[src/rtl/event_ht_met_bjet_summer_assert.svh]
// ----------------------------------------------------------------------------
// event summer assertion macros
// concurrent assertion helpers used by the event summer rtl
// ----------------------------------------------------------------------------
`ifndef EVENT_HT_MET_BJET_SUMMER_ASSERT_SVH
`define EVENT_HT_MET_BJET_SUMMER_ASSERT_SVH

`ifndef NO_ASSERTIONS

// same-cycle implication
`define EHMBS_ASSERT_IMPL(label, clk, rst, ante, cons) \
   label: assert property (@(posedge clk) disable iff (rst) (ante) |-> (cons)) \
      else $error("assertion failed: same-cycle implication");

// next-cycle implication
`define EHMBS_ASSERT_NEXT(label, clk, rst, ante, cons) \
   label: assert property (@(posedge clk) disable iff (rst) (ante) |=> (cons)) \
      else $error("assertion failed: next-cycle implication");

`else

`define EHMBS_ASSERT_IMPL(label, clk, rst, ante, cons)
`define EHMBS_ASSERT_NEXT(label, clk, rst, ante, cons)

`endif

`endif

[src/rtl/ehmbs_pkg.sv]
`timescale 1ns / 1ps
// ----------------------------------------------------------------------------
// event summer package
// payload types, register indexes and fixed widths of the event summer
// ----------------------------------------------------------------------------
package ehmbs_pkg;

   localparam int MOMENTUM_WIDTH = 20;
   localparam int PT_WIDTH       = 20;
   localparam int HT_WIDTH       = 26;
   localparam int MET_WIDTH      = 20;
   localparam int BJET_WIDTH     = 8;
   localparam int COUNT_WIDTH    = 32;
   localparam int BTAG_WIDTH     = 16;
   localparam int CSR_DATA_WIDTH = 20;

   localparam logic [HT_WIDTH-1:0]   HT_MAX   = '1;
   localparam logic [BJET_WIDTH-1:0] BJET_MAX = '1;

   localparam logic [PT_WIDTH-1:0]         JET_PT_THRESHOLD_RESET = 20'd480;
   localparam logic signed [BTAG_WIDTH-1:0] BTAG_THRESHOLD_RESET  = 16'sd538;

   typedef enum logic [1:0] {
      KIND_JET      = 2'd0,
      KIND_ELECTRON = 2'd1,
      KIND_MUON     = 2'd2,
      KIND_MET      = 2'd3
   } object_kind_type;

   typedef enum logic {
      CSR_JET_PT_THRESHOLD = 1'b0,
      CSR_BTAG_THRESHOLD   = 1'b1
   } csr_index_type;

   typedef struct packed {
      object_kind_type                 object_kind;
      logic signed [MOMENTUM_WIDTH-1:0] mom_x;
      logic signed [MOMENTUM_WIDTH-1:0] mom_y;
      logic signed [BTAG_WIDTH-1:0]     btag_score;
      logic                             trigger_fired;
      logic                             last_in_event;
   } req_payload_type;

   typedef struct packed {
      logic [PT_WIDTH-1:0]    object_pt;
      logic                   event_done;
      logic                   event_passed;
      logic [HT_WIDTH-1:0]    ht_sum;
      logic [MET_WIDTH-1:0]   met_magnitude;
      logic [BJET_WIDTH-1:0]  bjet_count;
      logic [COUNT_WIDTH-1:0] events_seen;
   } rsp_payload_type;

endpackage

[src/rtl/event_ht_met_bjet_summer.sv]
`timescale 1ns / 1ps
// ----------------------------------------------------------------------------
// event ht, met and b-jet summer
// per-object transverse momentum with per-event ht, met and b-jet totals
// ----------------------------------------------------------------------------
// usage
//   req_*  : one physics object per request, valid/ready handshake
//   rsp_*  : one result per request, in order, valid/ready handshake
//   csr_*  : register writes (jet pt cut, b-tag cut); make them only while idle, the block does not enforce it
// sequence
//   a request is taken only when the sequencer is idle; after acceptance the
//   object passes the shared multiplier (px squared, then py squared added),
//   the bit-per-cycle square root and a final step that folds the momentum
//   into the totals and loads the output register; a new object is taken
//   only once the previous one has left that final step
// stalls
//   the result sits in an output register; a new request is taken while it
//   waits, and the sequencer holds in its final step until the register frees
// reset
//   synchronous, active high: thresholds return to 30 GeV and 2.1, all
//   accumulators and the event counter clear, no result is pending
// ----------------------------------------------------------------------------
module event_ht_met_bjet_summer (
   input  logic                             clock,
   input  logic                             reset,
   input  logic                             req_valid,
   output logic                             req_ready,
   input  ehmbs_pkg::req_payload_type       req_payload,
   output logic                             rsp_valid,
   input  logic                             rsp_ready,
   output ehmbs_pkg::rsp_payload_type       rsp_payload,
   input  logic                             csr_we,
   input  ehmbs_pkg::csr_index_type         csr_index,
   input  logic [ehmbs_pkg::CSR_DATA_WIDTH-1:0] csr_wdata
);

   import ehmbs_pkg::*;

`include "event_ht_met_bjet_summer_assert.svh"

   localparam int MW         = MOMENTUM_WIDTH;
   localparam int SQ_WIDTH   = 2 * MW;
   localparam int STEP_WIDTH = $clog2(MW);
   localparam logic [STEP_WIDTH-1:0] LAST_STEP = STEP_WIDTH'(MW - 1);

   typedef enum logic [2:0] {
      ST_IDLE,
      ST_SQ_X,
      ST_SQ_Y,
      ST_ROOT,
      ST_FINISH
   } state_type;

   // sequencer and datapath registers
   state_type                state_ff, state_in;
   logic [STEP_WIDTH-1:0]    step_ff, step_in;
   logic [MW-1:0]            mag_x_ff, mag_x_in;
   logic [MW-1:0]            mag_y_ff, mag_y_in;
   logic [SQ_WIDTH-1:0]      rad_ff, rad_in;       // radicand, shifted out two bits a step
   logic [MW+1:0]            rem_ff, rem_in;       // partial remainder of the root
   logic [MW-1:0]            root_ff, root_in;
   object_kind_type          kind_ff, kind_in;
   logic signed [BTAG_WIDTH-1:0] btag_ff, btag_in;
   logic                     trig_ff, trig_in;
   logic                     last_ff, last_in;

   // thresholds
   logic [PT_WIDTH-1:0]          jet_thr_ff, jet_thr_in;
   logic signed [BTAG_WIDTH-1:0] btag_thr_ff, btag_thr_in;

   // event accumulators
   logic [HT_WIDTH-1:0]    ht_acc_ff, ht_acc_in;
   logic [BJET_WIDTH-1:0]  bjet_acc_ff, bjet_acc_in;
   logic [MET_WIDTH-1:0]   met_hold_ff, met_hold_in;
   logic [COUNT_WIDTH-1:0] event_counter_ff, event_counter_in;

   // output register
   logic                   rsp_valid_ff, rsp_valid_in;
   rsp_payload_type        rsp_payload_ff, rsp_payload_in;

   // shared multiplier and root step
   logic [MW-1:0]          mul_operand;
   logic [SQ_WIDTH-1:0]    mul_product;
   logic [MW+1:0]          rem_shifted;
   logic [MW+1:0]          trial;
   logic                   trial_fits;

   // totals update
   logic [HT_WIDTH:0]      ht_wide;
   logic [HT_WIDTH-1:0]    ht_next;
   logic [BJET_WIDTH-1:0]  bjet_next;
   logic [MET_WIDTH-1:0]   met_next;
   logic [COUNT_WIDTH-1:0] count_next;
   logic                   is_bjet;
   logic                   out_free;

   function automatic logic [MW-1:0] abs_mom(input logic signed [MW-1:0] v);
      // most negative value maps to 2^(MW-1), which fits unsigned
      abs_mom = v[MW-1] ? (~v + 1'b1) : v;
   endfunction

   assign req_ready   = (state_ff == ST_IDLE);
   assign rsp_valid   = rsp_valid_ff;
   assign rsp_payload = rsp_payload_ff;
   assign out_free    = !rsp_valid_ff || rsp_ready;

   // one multiplier, x then y
   assign mul_operand = (state_ff == ST_SQ_X) ? mag_x_ff : mag_y_ff;
   assign mul_product = SQ_WIDTH'(mul_operand) * SQ_WIDTH'(mul_operand);

   // restoring root step: remainder fits MW bits before the shift
   assign rem_shifted = {rem_ff[MW-1:0], rad_ff[SQ_WIDTH-1 -: 2]};
   assign trial       = {root_ff, 2'b01};
   assign trial_fits  = (rem_shifted >= trial);

   // totals with this object folded in
   always_comb begin
      ht_wide    = (HT_WIDTH+1)'(ht_acc_ff) + (HT_WIDTH+1)'(root_ff);
      is_bjet    = (kind_ff == KIND_JET) && (root_ff > jet_thr_ff)
                   && (btag_ff > btag_thr_ff) && (bjet_acc_ff != BJET_MAX);
      ht_next    = ht_acc_ff;
      bjet_next  = bjet_acc_ff;
      met_next   = met_hold_ff;
      if (kind_ff == KIND_MET) begin
         met_next = MET_WIDTH'(root_ff);
      end else begin
         ht_next = ht_wide[HT_WIDTH] ? HT_MAX : ht_wide[HT_WIDTH-1:0];
         if (is_bjet) begin
            bjet_next = bjet_acc_ff + 1'b1;
         end
      end
      count_next = event_counter_ff + 1'b1;
   end

   always_comb begin
      state_in         = state_ff;
      step_in          = step_ff;
      mag_x_in         = mag_x_ff;
      mag_y_in         = mag_y_ff;
      rad_in           = rad_ff;
      rem_in           = rem_ff;
      root_in          = root_ff;
      kind_in          = kind_ff;
      btag_in          = btag_ff;
      trig_in          = trig_ff;
      last_in          = last_ff;
      jet_thr_in       = jet_thr_ff;
      btag_thr_in      = btag_thr_ff;
      ht_acc_in        = ht_acc_ff;
      bjet_acc_in      = bjet_acc_ff;
      met_hold_in      = met_hold_ff;
      event_counter_in = event_counter_ff;
      rsp_valid_in     = rsp_valid_ff && !rsp_ready;
      rsp_payload_in   = rsp_payload_ff;

      // register writes
      if (csr_we) begin
         case (csr_index)
            CSR_JET_PT_THRESHOLD: jet_thr_in  = csr_wdata[PT_WIDTH-1:0];
            CSR_BTAG_THRESHOLD:   btag_thr_in = csr_wdata[BTAG_WIDTH-1:0];
            default: ;
         endcase
      end

      case (state_ff)
         ST_IDLE: begin
            if (req_valid) begin
               mag_x_in = abs_mom(req_payload.mom_x);
               mag_y_in = abs_mom(req_payload.mom_y);
               kind_in  = req_payload.object_kind;
               btag_in  = req_payload.btag_score;
               trig_in  = req_payload.trigger_fired;
               last_in  = req_payload.last_in_event;
               state_in = ST_SQ_X;
            end
         end
         ST_SQ_X: begin
            rad_in   = mul_product;
            state_in = ST_SQ_Y;
         end
         ST_SQ_Y: begin
            rad_in   = rad_ff + mul_product;
            rem_in   = '0;
            root_in  = '0;
            step_in  = '0;
            state_in = ST_ROOT;
         end
         ST_ROOT: begin
            rad_in = {rad_ff[SQ_WIDTH-3:0], 2'b00};
            if (trial_fits) begin
               rem_in  = rem_shifted - trial;
               root_in = {root_ff[MW-2:0], 1'b1};
            end else begin
               rem_in  = rem_shifted;
               root_in = {root_ff[MW-2:0], 1'b0};
            end
            step_in = step_ff + 1'b1;
            if (step_ff == LAST_STEP) begin
               state_in = ST_FINISH;
            end
         end
         ST_FINISH: begin
            // wait here while an earlier result is still unread
            if (out_free) begin
               rsp_valid_in             = 1'b1;
               rsp_payload_in           = '0;
               rsp_payload_in.object_pt = PT_WIDTH'(root_ff);
               if (last_ff) begin
                  rsp_payload_in.event_done    = 1'b1;
                  rsp_payload_in.event_passed  = trig_ff;
                  rsp_payload_in.ht_sum        = ht_next;
                  rsp_payload_in.met_magnitude = met_next;
                  rsp_payload_in.bjet_count    = bjet_next;
                  rsp_payload_in.events_seen   = count_next;
                  event_counter_in             = count_next;
                  ht_acc_in                    = '0;
                  bjet_acc_in                  = '0;
                  met_hold_in                  = '0;
               end else begin
                  ht_acc_in   = ht_next;
                  bjet_acc_in = bjet_next;
                  met_hold_in = met_next;
               end
               state_in = ST_IDLE;
            end
         end
         default: state_in = ST_IDLE;
      endcase
   end

   always_ff @(posedge clock) begin
      if (reset) begin
         state_ff         <= ST_IDLE;
         step_ff          <= '0;
         jet_thr_ff       <= JET_PT_THRESHOLD_RESET;
         btag_thr_ff      <= BTAG_THRESHOLD_RESET;
         ht_acc_ff        <= '0;
         bjet_acc_ff      <= '0;
         met_hold_ff      <= '0;
         event_counter_ff <= '0;
         rsp_valid_ff     <= 1'b0;
      end else begin
         state_ff         <= state_in;
         step_ff          <= step_in;
         jet_thr_ff       <= jet_thr_in;
         btag_thr_ff      <= btag_thr_in;
         ht_acc_ff        <= ht_acc_in;
         bjet_acc_ff      <= bjet_acc_in;
         met_hold_ff      <= met_hold_in;
         event_counter_ff <= event_counter_in;
         rsp_valid_ff     <= rsp_valid_in;
      end
      mag_x_ff       <= mag_x_in;
      mag_y_ff       <= mag_y_in;
      rad_ff         <= rad_in;
      rem_ff         <= rem_in;
      root_ff        <= root_in;
      kind_ff        <= kind_in;
      btag_ff        <= btag_in;
      trig_ff        <= trig_in;
      last_ff        <= last_in;
      rsp_payload_ff <= rsp_payload_in;
   end

   // a taken request keeps the block busy on the next cycle
   `EHMBS_ASSERT_NEXT(busy_after_accept, clock, reset, req_valid && req_ready, !req_ready)

   // results that do not close an event carry no totals
   `EHMBS_ASSERT_IMPL(no_totals_mid_event, clock, reset,
      rsp_valid && !rsp_payload.event_done,
      rsp_payload.ht_sum == '0 && rsp_payload.bjet_count == '0 && rsp_payload.events_seen == '0)

   // a pending end-of-event result agrees with the event counter
   `EHMBS_ASSERT_IMPL(count_matches_result, clock, reset,
      rsp_valid && rsp_payload.event_done, rsp_payload.events_seen == event_counter_ff)

endmodule

[config.mk]
export PLATFORM = sky130hd
export DESIGN_NAME = event_ht_met_bjet_summer
export DESIGN_NICKNAME = d
export VERILOG_FILES = /design/src/rtl/ehmbs_pkg.sv /design/src/rtl/event_ht_met_bjet_summer.sv
export VERILOG_INCLUDE_DIRS = /design/src /design/src/rtl
export SDC_FILE = /design/constraint.sdc
export NUM_CORES = 2
export LEC_CHECK = 0
export ABC_CLOCK_PERIOD_IN_PS = 16400
export BUFFER_PORTS_ARGS = -buffer_cell sky130_fd_sc_hd__buf_2
export CORE_ASPECT_RATIO = 0.6
export CORE_UTILIZATION = 30
export DETAILED_ROUTE_END_ITERATION = 7
export GPL_TIMING_DRIVEN = 1
export SKIP_CTS_REPAIR_TIMING = 1
export SYNTH_ARGS = -nofsm -noshare
export SYNTH_HDL_FRONTEND = slang
export SYNTH_SLANG_ARGS = --single-unit
[constraint.sdc]
create_clock -name clock -period 16.4 [get_ports clock]
set_clock_uncertainty 0.15 [all_clocks]
set_input_delay 1.64 -clock clock [delete_from_list [all_inputs] [get_ports clock]]
set_output_delay 1.64 -clock clock [all_outputs]
set_load 0.01 [all_outputs]
==> impl_results.md <==
- Routed len/inst: 17.5 um
- DRT Pass-1 Iters: 5
- Nets: 4,247
- Vias per inst: 4.90
- Hold Path Class: register to register
- WS Path Type: register to register
- CP arrival: 12.22 ns
- RD Place Congestion: 0.898
- Final hold vios: 0
- DRT antenna net count: 0
- Core area: 106,000 um2
- Synthesis warning total: 0
- Synth Register Bits: 379
- Setup violators final: 0
- Post-synth EDFFs: 248
- Period utilization: 0.730
- CTS root buffer: clkbuf_16
- Post-synth ARST share: 0
- CTS buffer count: 39
- Worst endpoint required time: 16.65 ns
- Area delta synth->final: 12.0%
- Total GRT Usage: 0.160
- Fmax: 0.0836 GHz
- Die Span Y: 256 um
- Ports: 196
- Final Slew Violations: 0
- Worst path max stage delay: 0.84 ns
- Worst-path clk slew: 0.06 ns
- Post-Syn Area: 32,300 um2
- DPL Wire Length: 68,300 um
- Status: completed
- Syn Inst Count: 3,472
- Largest net degree at the start of global routing: 71
- Yosys cell types: 85
- Avg Cell Area, Syn: 9.31 um2
- Grt total ovfl: 0
- CP max FO: 29
- Starting Density: 0.305
- Share of layout cells above drive strength 1: 0.0920
- Maximum root-to-sink buffer count: 3
- Core Rows: 92
- Worst Setup Start Kind: register
- Die width: 426 um
- Die Area: 109,000 um2
- Slew @ Worst Pin: 1.06 ns
- RSZ-0062 raised after global routing: false
- Sequential area share after synthesis: 0.311
- Clk sinks: 379
- Fin Setup TNS: 0 ns
- Tmin final: 11.97 ns
- Worst setup EP type: register
- First-pass GRT wire length: 139,000 um
- H-Tree Depth: 2
- Vias in the first global route: 23,791
- Clock insertion delay at the later pin of the skew report: 0.57 ns
- Max-Cap Viols: 0
- CTS tree: done
- Port Buf Inserts: 195
- Max-slew headroom: 0.295
- Initial antenna violation count: 2
- Worst path most repeated cell: inv_1
- Synth Flop Type: edfxtp_1
- DR iter-0 viols: 2,080
- Synth Net Count: 4,107
- Total Wirelength: 88,500 um
- CP max stage cell: mux2i_1
- Vias: 24,763
- Residual DRC: 0
## through the flow
| step | setup slack [ns] | area, um2 | hold WS (ns) | cells | utilization |
|---|---|---|---|---|---|
| 5_1_grt | 3.65 | 36200 | 0.333 | 5055 | 0.342 |
| 3_3_place_gp | 4.85 | 34900 | 0.295 | 4981 | 0.329 |
| 2_1_floorplan | 6.02 | 32300 | 0.274 | 3472 | - |
| 3_5_place_dp | 4.54 | 34900 | 0.297 | 4981 | 0.329 |
| 4_1_cts | 4.48 | 36200 | 0.310 | 5053 | 0.342 |
| 6_report | 4.43 | 36200 | 0.306 | 5055 | 0.342 |
## final timing paths
kind | startpoint | to | slack, ns | cells past startpoint
setup / recovery | state_ff[0] | rad_ff[39] | 4.43 | 36
hold / removal | btag_thr_ff[10] | btag_thr_ff[10] | 0.31 | 2
setup reg to reg | state_ff[0] | rad_ff[39] | 4.43 | 36
hold reg to reg | btag_thr_ff[10] | btag_thr_ff[10] | 0.31 | 2
## placed cells by master (no fill, tap or decap), types with 29 or more instances in the layout
master and instances:
o21ai_0 108, clkbuf_16 40, mux2i_1 38, nor3_1 39, dfxtp_1 130, ha_1 270
and3_1 35, o21ai_1 30, nand2_1 355, buf_2 194, xor2_1 76, a21oi_1 259
a21o_1 69, nor2_1 357, inv_1 467, or3_1 44, nand4_1 36, xnor2_1 115
edfxtp_1 248, nand3_1 40, nand2b_1 29, buf_4 34, fa_1 279
## sequential cells by signal, summed over array words and instances, names as in the netlist
signal	cells
btag_ff	16
trig_ff	1
mag_y_ff	20
step_ff	5
event_counter_ff	32
jet_thr_ff	20
btag_thr_ff	16
kind_ff	2
ht_acc_ff	26
mag_x_ff	20
rsp_valid	1
rem_ff	20
last_ff	1
state_ff	3
rad_ff	40
bjet_acc_ff	8
root_ff	20
met_hold_ff	20
rsp_payload	108
## per-layer routing
layer | GRT usage | routed length [um] | part of all wire
met5 | 0 | 0 | 0
met4 | 0.0222 | 1070 | 0.012
met3 | 0.0386 | 7660 | 0.087
met2 | 0.214 | 34000 | 0.38
met1 | 0.258 | 45800 | 0.52
## synth_stat cells (10+ instances only)
| cell | instances | area [um2] |
|---|---|---|
| xor2_1 | 76 | 666 |
| a21oi_1 | 259 | 1300 |
| xnor2_1 | 115 | 1010 |
| nand2b_1 | 30 | 188 |
| nor3_1 | 39 | 195 |
| o31ai_1 | 18 | 135 |
| nor2_1 | 358 | 1340 |
| nand2_1 | 355 | 1330 |
| mux2i_1 | 38 | 380 |
| o211ai_1 | 11 | 82.6 |
| nor2b_1 | 22 | 138 |
| o22ai_1 | 10 | 62.6 |
| and2_1 | 16 | 100 |
| ha_1 | 270 | 3380 |
| buf_1 | 11 | 41.3 |
| mux2_2 | 12 | 135 |
| fa_1 | 279 | 5590 |
| inv_1 | 469 | 1760 |
| o21ai_0 | 109 | 546 |
| o21a_1 | 21 | 158 |
| o21ai_1 | 29 | 145 |
| nand3_1 | 40 | 200 |
| nand4_1 | 36 | 225 |
| and3_1 | 35 | 219 |
| o211a_1 | 10 | 100 |
| dfxtp_1 | 131 | 2620 |
| a22oi_1 | 21 | 158 |
| o21bai_1 | 17 | 128 |
| a31oi_1 | 12 | 75.1 |
| a21o_1 | 69 | 518 |
| a211oi_1 | 20 | 150 |
| edfxtp_1 | 248 | 7450 |
| or3_1 | 44 | 275 |
| clkbuf_1 | 114 | 428 |
## final cells by class
| type | count | area, um2 |
|---|---|---|
| fillers | 10803 | 69700 |
| multi-input cells | 2490 | 20000 |
| flip-flops and latches | 379 | 10100 |
| inverters | 474 | 1780 |
| well taps | 1410 | 1760 |
| repair buffers | 228 | 1230 |
| clock buffers | 43 | 1010 |
| clock inverters | 29 | 309 |
| diodes | 2 | 5.00 |
## worst max-delay path: cells and delay by family (launching register included)
kind	cells	cell delay, ns
buf+inv	8	1.32
mux	2	1.21
fa+ha+maj	9	4.10
simple gates	3	0.85
compound gates	13	3.33
xor+xnor	1	0.15
flops	1	0.62
## kinds of logic after synthesis
logic type	synth area share
muxes	0.0174
AOI/OAI and AO/OA	0.131
buffers and inverters	0.0701
xor gates and xnor gates	0.0517
DFF	0.311
and+or+nand+nor	0.140
adders and majority gates	0.278
Power is left out: the tool's default activity adds up to more than one toggle a clock period on the data nets, which glitch-free logic cannot reach.
